--- src/hdl/assert_macros.svh ---
// Assertion macros shared by the rolling return volatility files.
// Depends on a clock named clk and an active-low reset named rst_n in scope.
`ifndef ASSERT_MACROS_SVH
`define ASSERT_MACROS_SVH

// Condition holds at every clock edge out of reset.
`define RRV_ASSERT(label, cond, msg) \
  label: assert property (@(posedge clk) disable iff (!rst_n) (cond)) else $error(msg);

// Antecedent implies consequent in the same cycle.
`define RRV_ASSERT_IMP(label, ante, cons, msg) \
  label: assert property (@(posedge clk) disable iff (!rst_n) (ante) |-> (cons)) else $error(msg);

// Antecedent implies consequent in the next cycle.
`define RRV_ASSERT_NEXT(label, ante, cons, msg) \
  label: assert property (@(posedge clk) disable iff (!rst_n) (ante) |=> (cons)) else $error(msg);

`endif

--- src/hdl/rrv_pkg.sv ---
// Package for the rolling return volatility block: sizes, state types and
// the request struct to the statistics engine. No dependencies.
package rrv_pkg;

  localparam int MAX_WINDOW = 64;
  localparam int AW         = $clog2(MAX_WINDOW);
  localparam int NW         = 7;
  localparam int PRICE_W    = 32;
  localparam int RET_W      = 32;
  localparam int FRAC_BITS  = 30;
  localparam int S1_W       = 38;
  localparam int S2_W       = 69;
  localparam int WIDE_W     = 76;
  localparam int DD_W       = 12;
  localparam int ROOT_STEPS = 32;
  localparam int SQ_HALF    = 19;

  localparam logic [NW-1:0] WIN_RESET = NW'(20);
  localparam logic [NW-1:0] WIN_MIN   = NW'(2);
  localparam logic [NW-1:0] WIN_MAX   = NW'(MAX_WINDOW);
  localparam logic [NW-1:0] SEEN_MAX  = NW'(MAX_WINDOW + 1);

  typedef enum logic [2:0] {
    TS_IDLE,
    TS_RET,
    TS_WR,
    TS_CALC,
    TS_STAT,
    TS_OUT
  } top_state_t;

  typedef enum logic [3:0] {
    SS_IDLE,
    SS_SUM,
    SS_SCALE,
    SS_SQ,
    SS_DIFF,
    SS_DIV,
    SS_RINIT,
    SS_ROOT,
    SS_DONE
  } stat_state_t;

  typedef struct packed {
    logic          start;
    logic [NW-1:0] n;
    logic [AW-1:0] wp;
  } stat_req_t;

endpackage

--- src/hdl/rrv_ring.sv ---
// Return ring: one write port, one registered read port.
// Depends on rrv_pkg.
module rrv_ring import rrv_pkg::*; (
  input  logic             clk,
  input  logic             we,
  input  logic [AW-1:0]    waddr,
  input  logic [RET_W-1:0] wdata,
  input  logic [AW-1:0]    raddr,
  output logic [RET_W-1:0] rdata_r
);

  logic [RET_W-1:0] mem [MAX_WINDOW];

  always_ff @(posedge clk) begin
    if (we) begin
      mem[waddr] <= wdata;
    end
    rdata_r <= mem[raddr];
  end

endmodule

--- config.mk ---
export PLATFORM = sky130hd
export DESIGN_NAME = rrv_ring
export DESIGN_NICKNAME = d
export VERILOG_FILES = /design/src/hdl/assert_macros.svh /design/src/hdl/rrv_pkg.sv /design/src/hdl/rrv_ring.sv
export SDC_FILE = /design/constraint.sdc
export NUM_CORES = 2
export LEC_CHECK = 0
export BUFFER_PORTS_ARGS = -buffer_cell sky130_fd_sc_hd__buf_4
export CAP_MARGIN = 20
export CORE_UTILIZATION = 29
export CTS_BUF_LIST = sky130_fd_sc_hd__clkbuf_8
export DETAILED_ROUTE_END_ITERATION = 12
export HOLD_SLACK_MARGIN = 0.02
export PLACE_DENSITY = 0.55
export SLEW_MARGIN = 20
export SYNTH_ARGS = -nofsm -noshare
export SYNTH_HDL_FRONTEND = slang
export SYNTH_SLANG_ARGS = --single-unit
--- constraint.sdc ---
create_clock -name clk -period 7.4 [get_ports clk]
set_clock_uncertainty 0.05 [all_clocks]
set_input_delay 0.74 -clock clk [delete_from_list [all_inputs] [get_ports clk]]
set_output_delay 0.74 -clock clk [all_outputs]
set_load 0.01 [all_outputs]
# Word-level counts from Yosys, hierarchy flattened
# Memories as Yosys holds them, arrays and structs flattened. A register that Yosys moved wholly into a read port is not among the register bits.
# Cells that the tools add are included.
# word_totals
regBits	0
latch_bits	0
ramBits	2048
romBits	0
inputBits	46
wordCells	3
n_memories	1
# classes
addsub	0
multipliers	0
div_mod_pow	0
n_lt_le_gt_ge	0
eq_ne	0
shifts	0
mux	2
bitwise_logic	0
reduce_logical	0
# mem_list
name	depth	width	read_ports	rd_ports_with_merged_regs	wr	line_no	text
mem	64	32	1	1	1	rrv_ring.sv:12	logic [RET_W-1:0] mem [MAX_WINDOW];
# op_table
op	count
1-bit 2-to-1 mux	2

# Logic depth before layout (Yosys ltp)
# depth
depth_word	2
depth_mapped	10

# Worst setup path after synthesis
# Ideal clock, no wire load.
# synth_path
kind	input to register
from	in waddr[3]
to	mem mem[48][0], enable pin
arrival_time_ns	3.439
path_slack_ns	3.450
stages	4
path_cell_list	clkbuf_1 > nor2b_1 > nand4b_1 > nor3_1
# synth_lines
element	line_no	text
start: declaration	rrv_ring.sv:6	input logic [AW-1:0] waddr,
end: declaration	rrv_ring.sv:12	
# Straight into the memory's write port.

==> tab_implementation.tex <==
\begin{tabular}{lr}
\hline
Metric & Value \\
\hline
\multicolumn{2}{l}{\textbf{Worst setup path}} \\
Req. time, crit path & approximately 8000 ps \\
Type of the worst setup path & primary input to flop \\
Type of element launching the critical path & primary input \\
Worst R2R End & rdata\_r[11]\$\_DFF\_P\_ \\
Startpoint of the lowest-slack register-to-register path & mem[7][11]\$\_DFFE\_PP\_ \\
Arrival time at the worst endpoint & between 4000 and 5000 ps \\
Worst R2R Path Depth & 4 \\
Type of destination of the critical path & flop \\
Internal reg-to-reg setup slack & between 4000 and 5000 ps \\
Delay contributed by the slowest stage of the critical path & $\sim$900 ps \\
Critical Path Slowest Stage Cell & sky130\_fd\_sc\_hd\_\_o22ai\_1 \\
Most used cell, CP & sky130\_fd\_sc\_hd\_\_mux4\_2 \\
Cells along the critical path & buf\_8, buf\_12, buf\_4, mux4\_2, mux4\_2, o22ai\_1, nor2\_1 \\
Worst-path maximum fanout & 71 \\
\multicolumn{2}{l}{\textbf{STA}} \\
Final-layout setup total negative slack & 0 ps \\
Period minus WS final & roughly 3600 ps \\
Total count of max-transition violations in the final report & 0 \\
Remaining max-slew budget at the tightest pin & a little under a quarter \\
Final worst-path cycle share & between 40\% and 50\% \\
Setup violation total in the final timing report & 0 \\
Final-report hold violation count & 0 \\
Slew at the pin closest to its max-slew limit & $\sim$1100 ps \\
RSZ-0062 raised after global routing & no \\
FMAX & about 280 MHz \\
\multicolumn{2}{l}{\textbf{Pwr}} \\
Static power due to leakage & 28.1 nW \\
Power per unit of standard cell area & approximately 260 mW/mm\^{}2 \\
Worst VDD drop & around 0.14 mV \\
\multicolumn{2}{l}{\textbf{GRT}} \\
Sum of overflow across all layers after global routing & 0 \\
Total Routing Usage GR & approximately 16\% \\
Gr busiest metal & met2 \\
Number of global-route vias before repair & between 30000 and 40000 \\
Met2 Track Usage GR & about a quarter \\
Met1 usage in global routing & between 20\% and 30\% \\
Pin count of the biggest net entering global routing & 91 \\
Antenna violations before repair & 16 \\
GR Util met3 & between 3 and 4\% \\
Wire length of the first global-routing pass & roughly 300000 um \\
\multicolumn{2}{l}{\textbf{Hold path}} \\
Cells on Worst Hold Path & 1 \\
Hold EP & mem[47][11]\$\_DFFE\_PP\_ \\
Tightest Hold Check Type & primary input to flop \\
Worst min-delay path startpoint & wdata[11] \\
\multicolumn{2}{l}{\textbf{Clock tree}} \\
Level count of the clock H-tree & 5 \\
Post-CTS Setup Inserts & 0 \\
Number of buffers added by the clock tree synthesis step & around 350 \\
CTS root buf & sky130\_fd\_sc\_hd\_\_clkbuf\_8 \\
CTS tree & built \\
Insertion delay of the later-clocked pin in the worst-skew pair & 1070 ps \\
Clock sink count & $\sim$2100 \\
Number of buffers between clock root and the deepest sink & 4 \\
Cts repair resizes & 0 \\
Hold\_buf cts & 0 \\
Clock-pin slew of the registers on the worst-case setup and hold paths & 70 ps \\
\multicolumn{2}{l}{\textbf{Floorplanning}} \\
Floorplan die area & approximately 0.27 sq mm \\
Ports & roughly 80 \\
Initial Utilization & between 20\% and 30\% \\
Row cnt & between 150 and 200 \\
Vertical extent of the die & $\sim$520 um \\
Area of the core region & 0.269 sq mm \\
Width of the die & roughly 520 um \\
\multicolumn{2}{l}{\textbf{Cells and area}} \\
Number of nets at the end of the flow & around 3700 \\
Layout cells sized above 1 & 31.0\% \\
Multi-input combinational cell area & around 0.016 sq mm \\
Filler-free cell count of the finished design & 7501 \\
Area grow syn2layout & 15.3\% \\
Area occupied by registers & 0.0621 sq mm \\
Total of fill cells in the finished design & 25043 \\
\multicolumn{2}{l}{\textbf{Synthesis}} \\
Top cells by count, synth & 2048 x sky130\_fd\_sc\_hd\_\_edfxtp\_1, 544 x sky130\_fd\_sc\_hd\_\_mux4\_2, 137 x sky130\_fd\_sc\_hd\_\_nor2\_1 \\
Post-synthesis instance area & slightly below 0.08 sq mm \\
Dominant synthesized flop cell & sky130\_fd\_sc\_hd\_\_edfxtp\_1 \\
Synth Instances & about 3300 \\
Most repeated cell in the gate-level netlist after synthesis & sky130\_fd\_sc\_hd\_\_edfxtp\_1 \\
Share of synthesized flip-flops with an asynchronous set or reset & 0\% \\
Number of synthesized flops with an enable pin & between 2000 and 2500 \\
Post-synthesis cell type with the largest combined area & sky130\_fd\_sc\_hd\_\_edfxtp\_1 \\
Mean instance size in the synthesized netlist & 23.6 sq um \\
Proportion of synthesized chip area in sequential cells & 79.1\% \\
Synth top area cells & sky130\_fd\_sc\_hd\_\_edfxtp\_1 78\%, sky130\_fd\_sc\_hd\_\_mux4\_2 16\%, sky130\_fd\_sc\_hd\_\_mux2i\_1 1.2\% \\
Area fraction of the dominant cell type after synthesis & between 70\% and 80\% \\
Post-Synthesis Net Count & 3370 \\
Flop and latch count out of synthesis & around 2100 \\
Number of warnings reported in the yosys synthesis log & 0 \\
Number of library cell types mapped by synthesis & 34 \\
\multicolumn{2}{l}{\textbf{Place}} \\
Placed instance count & between 6000 and 7000 \\
Total half-perimeter wirelength after legalization and detailed placement & about 110000 um \\
Quantity of I/O buffers inserted on ports & a little under 80 \\
Routability Congestion & 0.749 \\
\multicolumn{2}{l}{\textbf{Routing}} \\
Violation count after the first detailed-routing iteration & slightly below 4000 \\
Detailed-route wire length & $\sim$210000 um \\
First-pass iteration count of the detailed router & 5 \\
Number of vias in the routed layout & 37252 \\
Count of nets left with antenna violations after detail routing & 0 \\
Wirelength per Cell & between 20 and 30 um \\
Via density per instance & between 4 and 5 \\
Residual DRC & 0 \\
\multicolumn{2}{l}{\textbf{Flow run}} \\
Number of maximum-capacitance violations & 0 \\
\multicolumn{2}{l}{\textbf{Outcome}} \\
Result of the run & completed \\
\hline
\end{tabular}
[layout make-up]
cell class | instances | area share (%)
diodes | 16 | 0.0442
clock buffers | 395 | 6.01
clock inverters | 213 | 1.10
multi-input cells | 1062 | 17.6
flip-flops and latches | 2080 | 68.6
well taps | 3552 | 4.91
repair buffers | 183 | 1.66
[cell usage in the layout, fill, tap and decap left out, types with 3 or more instances in the layout]
cell type / netlist / layout
sky130_fd_sc_hd__diode_2: 0 / 16
sky130_fd_sc_hd__nor2b_1: 15 / 14
sky130_fd_sc_hd__nor3_1: 7 / 5
sky130_fd_sc_hd__a41o_1: 4 / 4
sky130_fd_sc_hd__o221ai_1: 27 / 27
sky130_fd_sc_hd__nand3_1: 5 / 5
sky130_fd_sc_hd__clkinv_2: 0 / 19
sky130_fd_sc_hd__nor2_1: 137 / 75
sky130_fd_sc_hd__dfxtp_1: 32 / 32
sky130_fd_sc_hd__edfxtp_1: 2048 / 2048
sky130_fd_sc_hd__a21oi_1: 62 / 62
sky130_fd_sc_hd__buf_4: 25 / 171
sky130_fd_sc_hd__or3b_2: 3 / 3
sky130_fd_sc_hd__buf_12: 0 / 8
sky130_fd_sc_hd__nand3b_1: 5 / 5
sky130_fd_sc_hd__mux2i_1: 93 / 93
sky130_fd_sc_hd__mux4_2: 544 / 544
sky130_fd_sc_hd__nand2_1: 26 / 26
sky130_fd_sc_hd__clkinv_1: 0 / 48
sky130_fd_sc_hd__o32ai_1: 4 / 4
sky130_fd_sc_hd__or3_1: 3 / 3
sky130_fd_sc_hd__a311oi_1: 8 / 8
sky130_fd_sc_hd__nand2b_1: 8 / 7
sky130_fd_sc_hd__inv_1: 0 / 137
sky130_fd_sc_hd__a22oi_1: 12 / 12
sky130_fd_sc_hd__bufinv_16: 0 / 6
sky130_fd_sc_hd__o22ai_1: 84 / 84
sky130_fd_sc_hd__clkbuf_8: 0 / 395
sky130_fd_sc_hd__and3_1: 4 / 4
sky130_fd_sc_hd__nor2_4: 0 / 62
sky130_fd_sc_hd__buf_8: 0 / 3
[sequential cells by signal, summed over array words and instances, names as in the netlist]
name,count
mem,2048
rdata_r,32
[critical path, delay by kind of cell]
kind / cells / cell delay [ps]
muxes: 2 / 1090
and+or+nand+nor: 1 / 100
AOI/OAI and AO/OA: 1 / 900
buffers and inverters: 3 / 1350
[where the power goes]
group	leakage [nW]	internal (mW)	switching, mW
Sequential	18.7	13.0	0.0620
Combinational	5.64	0.441	0.723
Clock	3.81	5.05	4.48
Total	28.1	18.5	5.26
[metal layers]
layer  share of wire, %  routed length, um  vias to the layer above
li1                   -                  -                    15033
met1                 41              87500                    20293
met2                 49             104000                     1540
met3                7.2              15400                      380
met4                3.3               7090                        6
met5              0.016                 34                        -
[per-stage QoR]
step | area, sq um | total power [mW] | setup WS, ps | hold WS [ps] | utilization [%]
floorplan | 78500 | 14.0 | 3450 | 613 | -
global placement | 84100 | 14.5 | 2700 | 656 | 31.3
detailed placement | 84100 | 14.6 | 2740 | 653 | 31.3
CTS | 90500 | 24.1 | 3850 | 71.2 | 33.7
global route | 90500 | 24.6 | 3730 | 128 | 33.7
finish | 90500 | 23.8 | 3810 | 161 | 33.7
[how the worst max path moves through the flow]
stage | depth (start not counted) | start | to
after global placement | 7 | raddr[0] | rdata_r[11]$_DFF_P_
final | 7 | raddr[0] | rdata_r[11]$_DFF_P_
after CTS | 7 | raddr[0] | rdata_r[11]$_DFF_P_
after floorplan | 4 | waddr[3] | mem[48][0]$_DFFE_PP_
after detailed placement | 7 | raddr[0] | rdata_r[11]$_DFF_P_
after global routing | 7 | raddr[0] | rdata_r[11]$_DFF_P_
[cell families after synthesis]
kind of cell,Yosys count,synth area share [%]
flops,2080,79.1
mux,637,16.8
simple gates,223,1.27
compound gates,202,1.67
buf+inv,182,1.13
Note: power is estimated with default switching activity, not from simulation.
