<file path="config.mk">
export PLATFORM = sky130hd
export DESIGN_NAME = rrv_ret
export DESIGN_NICKNAME = d
export VERILOG_FILES = /design/src/hdl/assert_macros.svh /design/src/hdl/rrv_pkg.sv /design/src/hdl/rrv_ret.sv
export SDC_FILE = /design/constraint.sdc
export NUM_CORES = 1
export LEC_CHECK = 0
export BUFFER_PORTS_ARGS = -buffer_cell sky130_fd_sc_hd__buf_2
export CORE_AREA = 3 3 156 158
export DETAILED_ROUTE_END_ITERATION = 8
export DIE_AREA = 0 0 159 161
export GPL_TIMING_DRIVEN = 0
export HOLD_SLACK_MARGIN = 0.05
export PLACE_DENSITY = 0.8
export RECOVER_POWER = 25
export SLEW_MARGIN = 25
export SYNTH_ARGS = -nofsm -noshare
export SYNTH_HDL_FRONTEND = slang
export SYNTH_SLANG_ARGS = --single-unit
</file>
<file path="constraint.sdc">
create_clock -name clk -period 6.02 [get_ports clk]
set_input_delay 0.301 -clock clk [delete_from_list [all_inputs] [get_ports clk]]
set_output_delay 0.301 -clock clk [all_outputs]
set_load 0.005 [all_outputs]
</file>
<file path="src/hdl/assert_macros.svh">
// Assertion macros shared by the rolling return volatility files.
// Depends on a clock named clk and an active-low reset named rst_n in scope.
`ifndef ASSERT_MACROS_SVH
`define ASSERT_MACROS_SVH

// Condition holds at every clock edge out of reset.
`define RRV_ASSERT(label, cond, msg) \
  label: assert property (@(posedge clk) disable iff (!rst_n) (cond)) else $error(msg);

// Antecedent implies consequent in the same cycle.
`define RRV_ASSERT_IMP(label, ante, cons, msg) \
  label: assert property (@(posedge clk) disable iff (!rst_n) (ante) |-> (cons)) else $error(msg);

// Antecedent implies consequent in the next cycle.
`define RRV_ASSERT_NEXT(label, ante, cons, msg) \
  label: assert property (@(posedge clk) disable iff (!rst_n) (ante) |=> (cons)) else $error(msg);

`endif

</file>
<file path="src/hdl/rrv_pkg.sv">
// Package for the rolling return volatility block: sizes, state types and
// the request struct to the statistics engine. No dependencies.
package rrv_pkg;

  localparam int MAX_WINDOW = 64;
  localparam int AW         = $clog2(MAX_WINDOW);
  localparam int NW         = 7;
  localparam int PRICE_W    = 32;
  localparam int RET_W      = 32;
  localparam int FRAC_BITS  = 30;
  localparam int S1_W       = 38;
  localparam int S2_W       = 69;
  localparam int WIDE_W     = 76;
  localparam int DD_W       = 12;
  localparam int ROOT_STEPS = 32;
  localparam int SQ_HALF    = 19;

  localparam logic [NW-1:0] WIN_RESET = NW'(20);
  localparam logic [NW-1:0] WIN_MIN   = NW'(2);
  localparam logic [NW-1:0] WIN_MAX   = NW'(MAX_WINDOW);
  localparam logic [NW-1:0] SEEN_MAX  = NW'(MAX_WINDOW + 1);

  typedef enum logic [2:0] {
    TS_IDLE,
    TS_RET,
    TS_WR,
    TS_CALC,
    TS_STAT,
    TS_OUT
  } top_state_t;

  typedef enum logic [3:0] {
    SS_IDLE,
    SS_SUM,
    SS_SCALE,
    SS_SQ,
    SS_DIFF,
    SS_DIV,
    SS_RINIT,
    SS_ROOT,
    SS_DONE
  } stat_state_t;

  typedef struct packed {
    logic          start;
    logic [NW-1:0] n;
    logic [AW-1:0] wp;
  } stat_req_t;

endpackage

</file>
<file path="src/hdl/rrv_ret.sv">
// Serial divider forming the Q2.30 simple return of a close against the last.
// Depends on rrv_pkg.
module rrv_ret import rrv_pkg::*; (
  input  logic               clk,
  input  logic               rst_n,
  input  logic               start,
  input  logic [PRICE_W-1:0] c,
  input  logic [PRICE_W-1:0] p,
  output logic               done,
  output logic [RET_W-1:0]   ret,
  output logic               sat
);

  logic               busy_r;
  logic               done_r;
  logic [4:0]         cnt_r;
  logic [PRICE_W-1:0] rem_r;
  logic [PRICE_W-1:0] p_r;
  logic [RET_W-2:0]   q_r;
  logic               neg_r;
  logic               sat_r;

  logic               neg;
  logic [PRICE_W-1:0] d;
  logic               big;
  logic               ge0;
  logic [PRICE_W:0]   rem2;
  logic               ge;

  assign neg  = c < p;
  assign d    = neg ? p - c : c - p;
  assign big  = {1'b0, d} >= {p, 1'b0};
  assign ge0  = d >= p;
  assign rem2 = {rem_r, 1'b0};
  assign ge   = rem2 >= {1'b0, p_r};

  always_ff @(posedge clk) begin
    if (!rst_n) begin
      busy_r <= 1'b0;
      done_r <= 1'b0;
      cnt_r  <= '0;
    end else begin
      done_r <= 1'b0;
      if (start) begin
        cnt_r <= '0;
        if (big) begin
          done_r <= 1'b1;
        end else begin
          busy_r <= 1'b1;
        end
      end else if (busy_r) begin
        cnt_r <= cnt_r + 5'd1;
        if (cnt_r == 5'(FRAC_BITS - 1)) begin
          busy_r <= 1'b0;
          done_r <= 1'b1;
        end
      end
    end
  end

  always_ff @(posedge clk) begin
    if (start) begin
      p_r   <= p;
      neg_r <= neg & ~big;
      sat_r <= big;
      if (big) begin
        q_r <= '1;
      end else begin
        q_r   <= (RET_W-1)'(ge0);
        rem_r <= ge0 ? d - p : d;
      end
    end else if (busy_r) begin
      q_r   <= {q_r[RET_W-3:0], ge};
      rem_r <= ge ? PRICE_W'(rem2 - {1'b0, p_r}) : rem2[PRICE_W-1:0];
    end
  end

  assign done = done_r;
  assign sat  = sat_r;
  assign ret  = neg_r ? RET_W'(-{1'b0, q_r}) : {1'b0, q_r};

endmodule

</file>
== After elaboration in Yosys (flattened, before gate mapping) ==
Index checks and enable logic that the tools add are counted.
Operators by class
  $add $sub $neg: 6
  $mul: 0
  divide/modulo/power cells: 0
  magnitude comparators: 4
  eq/ne operators: 2
  shift operators: 0
  mux-type cells: 18
  bitwise gates (word level): 3
  reduce and logical (&&, ||, !) cells: 3
Operators with widths (count)
  two-way mux 32 bit: 7
  subtractor 32 bit: 4
  two-way mux 31 bit: 3
  >= comparator 32 x 33 -> 1 bit: 1
  >= comparator 33 x 32 -> 1 bit: 1
  >= comparator 32 bit: 1
  < comparator 32 bit: 1
  negation 31 -> 32 bit: 1
  two-way mux 1 bit: 8
  adder 5 x 1 -> 5 bit, second input constant: 1
  equality test 5 bit, second input constant: 1
  inequality test 2 bit, second input constant: 1
  NOT 1 bit: 2
  AND reduction 2 bit: 1
  nonzero test 2 bit: 1
  OR reduction 2 bit: 1
  AND 1 bit: 1
Storage, ports and cells
  flip-flop bits (word level): 104
  latch bits: 0
  memory bits (writable): 0
  bits in read-only memories: 0
  input bits: 67
  output and inout bits: 34
  logic and storage cells: 44
  memories: 0

== Depth between registers and ports, before layout ==
  depth in word-level cells: 6
  depth in mapped cells: 30
  mapped depth without buffers: 26

== Least setup slack after synthesis ==
Ideal clock, no wire load.
  path type: input to register
  start: input c[0]
  end: register rem_r[0] (enable)
  setup time: 392 ps
  arrival: 5442 ps
  data required time: 5628 ps
  path slack: 186 ps
  stages on the path: 26
  path buffers: 2
  cell sequence: inv_1 ha_1 inv_1 fa_1 a211oi_1 o21ai_0 a41oi_1 o211ai_4 or2_2 buf_2 buf_2 nand3_1 o21ai_0 o41ai_1 xor2_1 ha_1 a21o_1 a21o_1 a21o_1 a21o_1 a21o_1 a21oi_1 o32ai_1 a31o_2 nand2_1 and2_1
Between the ends
  cells in the longest elaborated chain, start to end: 5
  elaborated cells on any way between the ends: 7
  classes of those cells: 2 x add/sub; 2 x order compare; 1 x eq/ne; 1 x mux; 1 x reduce/logical
Ends and longest elaborated chain
  from (decl): RTL line rrv_ret.sv:7  | input logic [PRICE_W-1:0] c,
  subtractor 32 bit or < comparator 32 bit (tied branches): RTL line rrv_ret.sv:31, rrv_ret.sv:30
  two-way mux 32 bit (*): RTL line rrv_ret.sv:31  | assign d = neg ? p - c : c - p;
  >= comparator 32 x 33 -> 1 bit (*): RTL line rrv_ret.sv:32  | assign big = {1'b0, d} >= {p, 1'b0};
  named net big: RTL line rrv_ret.sv:25  | logic big;
  inequality test 2 bit (no source line) (*)
  AND reduction 2 bit (no source line) (*)
  to (signal assigned): RTL line rrv_ret.sv:70  | rem_r <= ge0 ? d - p : d;
  to (signal assigned): RTL line rrv_ret.sv:74  | rem_r <= ge ? PRICE_W'(rem2 - {1'b0, p_r}) : rem2[PRICE_W-1:0];
  to (decl): RTL line rrv_ret.sv:17  | logic [PRICE_W-1:0] rem_r;
Mark *: on every way through the listed nets, which the timed path passes. The rest lies on a longest branch.
A chain may end at the register's enable or synchronous reset.

== Worst setup path after layout ==
  start: input p[26]
  end: register rem_r[12], data pin
Between the ends
  cells in the longest elaborated chain, start to end: 6
  elaborated cells on any way between the ends: 9
  classes of those cells: 3 x add/sub; 2 x order compare; 4 x mux
Ends and longest elaborated chain
  from (decl): RTL line rrv_ret.sv:8  | input logic [PRICE_W-1:0] p,
  < comparator 32 bit or subtractor 32 bit (tied branches): RTL line rrv_ret.sv:30, rrv_ret.sv:31
  two-way mux 32 bit: RTL line rrv_ret.sv:31
  subtractor 32 bit or >= comparator 32 bit (tied branches): RTL line rrv_ret.sv:70, rrv_ret.sv:33
  two-way mux 32 bit (*): RTL line rrv_ret.sv:70
  two-way mux 32 bit (*): RTL line rrv_ret.sv:66  | if (big) begin
  two-way mux 32 bit (*): RTL line rrv_ret.sv:62  | if (start) begin
Every way passes the cells marked *; elsewhere a longest branch is shown, timed or not. The select of a mux whose other input is x is not followed.

==> impl_results.md <==
- Total grt overflow: 0
- Cell family with most CP delay: compound AO/OA/AOI/OAI gates
- CP Depth: 26
- Power share of the clock group: 0.115
- Slew Limit Fails: 0
- Sequential-to-total area share from yosys stat: 0.2324
- Crit Path Class: input port to register
- Worst-Skew Late Latency: 0.36 ns
- Max-capacitance violation count: 0
- Layout cells sized above 1: 0.1263
- Vias: 13170
- Post-synth EDFFs: 97
- Worst EP arrival: 6.02 ns
- Slowest stage cell, crit path: or4_4
- Mapped Cells: 1657
- Die area: 25600 um2
- Psw: 2.529 mW
- R2R Setup Slk: 1.37 ns
- YS warnings: 0
- Sw frac: 0.4703
- Clock-pin slew on the worst setup and hold paths: 0.07 ns
- Final setup violation count: 0
- Core ar.: 23260 um2
- Initial core utilization: 0.5647
- Most used cell, CP: a21oi_1
- Max frequency: 0.1683 GHz
- Post-synthesis mux area share: 0.02610
- Max VDD drop: 186.5 uV
- Crit-path max FO: 10
- Synthesized Nets: 1887
- Register-to-Register Path Depth: 12
- Min-delay worst type: input port to register
- CP Data Required Time: 6.09 ns
- Commonest non-fill, non-tap cell in the layout: ha_1
- Placed Area: 14060 um2
- Setup TNS: 0 ns
- Largest net degree at the start of global routing: 39
- DIE WIDTH: 159 um
- P_int: 2.848 mW
- Avg Cell Area, Syn: 7.928 um2
- Reg2reg end: rem_r[18]
- Rows: 56
- Placed Cells incl. Taps: 2077
- Synthesized area: 13140 um2
- Die height: 161 um
- Library cells used by synthesis: 81
- Nets: 2014
- Ys flop type: edfxtp_1
- Synth Area in Simple Gates: 0.1816
- Post-Route WL: 41750 um
- WL/cell: 19.81 um
- Top cells by area, synth: edfxtp_1, ha_1, a21oi_1
- Detail Route Antenna Nets: 0
- Vias/cell: 6.246
- Worst Tran Pin Value: 0.9933 ns
- DRC: 0
- Max Root-Sink Buffers: 2
- Commonest non-fill, non-tap cells in the layout: ha_1, a21oi_1, nor2_1
- Status: finished, final reports clean
- Startpoint types: input port
- Hold Path Sink: p_r[31]
- Largest family of logic cells by synthesized area: compound AO/OA/AOI/OAI gates
- Largest stage delay on the critical path: 0.54 ns
- H-tree levels: 3
- Final HPWL DP: 33690 um
- Layout area overhead: 13.55%
- Initial antenna violation count: 0
- Cell area after layout: 14920 um2
- Crit path time final: 5.944 ns
- Non-Filler Instances: 2108
- Number of global-route vias before repair: 12480
- Hold depth: 1
- Reg2reg start: rem_r[0]
- Hold_buf cts: 0
- Power per cell area: 360.5 nW/um2
- Synth Area in Adders: 0.1578
- Hold path start: p[31]
- Combinational Power Share: 0.666
- CTS tree: done
- Unrepaired setup endpoints after global routing: yes
- Number of I/O pins: 101
- Initial DRC Count: 1141
- Final Skew: 0.01139 ns
- Compound-cell area share of the yosys netlist: 0.2671
- Total iterations of the first detailed-routing run: 5
- CP bufs+invs: 5
- Root Buffer: clkbuf_16
- Slew margin rel.: 0.3378
- Reg power frac: 0.220
- Synth async-reset ratio: 0
- Synth area leader: edfxtp_1
- XOR/XNOR share of the synthesized area: 0.06934
- CTS Buf Count: 9
- Global-route wire length before repair: 65150 um
- Crit. End Element: register
- Number of synthesized register bits: 104
- Worst hold slack: 0.1682 ns
- Period utilization: 0.9873
- P_leak: 6.649 nW
- Count of final hold-check violations: 0
- Port Buffers: 100
- Post-synth top area share: 0.2217
- Clk sink count: 104
- Tot GR Track Use: 0.3148
- Overall power: 5.378 mW
- Final Wtd Congestion: 0.9651
- N_diodes: 0
==> worst max-delay path by stage <==
stage / end / startpoint / slack [ns]
detailed placement: rem_r[7] / p[1] / -1.88
global placement: rem_r[2] / p[1] / -2.26
floorplan: rem_r[0] / c[0] / 0.19
CTS: rem_r[25] / c[0] / 0.004
finish: rem_r[12] / p[26] / 0.08
global route: rem_r[12] / c[24] / -0.04
==> final cells by class <==
type	instances	area, um2
timing repair buffer	124	701.9
clock buffer	12	277.8
inverter	144	540.5
buffer	64	317.8
sequential	104	3053
fill	2090	8346
tap	319	399.1
multi-input combinational	1337	9593
clock inverter	4	33.78
==> sequential cells by signal, indices dropped and copies added (netlist names) <==
| name | count |
|---|---|
| p_r | 32 |
| rem_r | 32 |
| q_r | 31 |
| cnt_r | 5 |
| busy_r | 1 |
| done | 1 |
| neg_r | 1 |
| sat | 1 |
==> synth_stat cells (26+ instances only) <==
cell type	number
a21o_1	67
a21oi_1	159
clkbuf_1	49
edfxtp_1	97
ha_1	160
inv_1	144
mux2i_1	32
nand2_1	126
nand3_1	38
nand4_1	30
nor2_1	159
nor3_1	32
o21ai_0	84
o21bai_1	29
xnor2_1	78
xor2_1	26
==> what timing repair did <==
action,4_1_cts,5_1_grt
setup buffers,10,12
gates cloned,1,0
resized for setup,46,44
endpoints found under the setup margin,99,95
pin swaps,10,8
==> cells by family after synthesis <==
group | count (synthesis)
xor gates and xnor gates | 104
and+or+nand+nor | 503
muxes | 34
AOI/OAI and AO/OA | 532
buffers and inverters | 216
DFF | 104
adders and majority gates | 164
==> per-layer routing <==
layer / vias up / global-route usage / wire, um
met3: 93 / 0.02796 / 3320
met5: - / 0 / 0
met2: 605 / 0.5320 / 19250
li1: 6307 / - / -
met4: 0 / 0.1210 / 1658
met1: 6162 / 0.4216 / 17530
==> power by group through the flow <==
stage	clock network (mW)	logic (mW)	registers (mW)
finish	0.616	3.58	1.18
global route	0.651	3.91	1.20
CTS	0.618	3.42	1.18
detailed placement	0	3.31	1.19
global placement	0	3.23	1.18
floorplan	0	2.49	1.14
==> through the flow <==
stage	util	setup WS, ns
2_1_floorplan	-	0.1865
3_3_place_gp	0.6034	-2.257
3_5_place_dp	0.6045	-1.883
4_1_cts	0.6303	0.004189
5_1_grt	0.6412	-0.04000
6_report	0.6412	0.07648
Note: power is estimated with default switching activity, not from simulation.
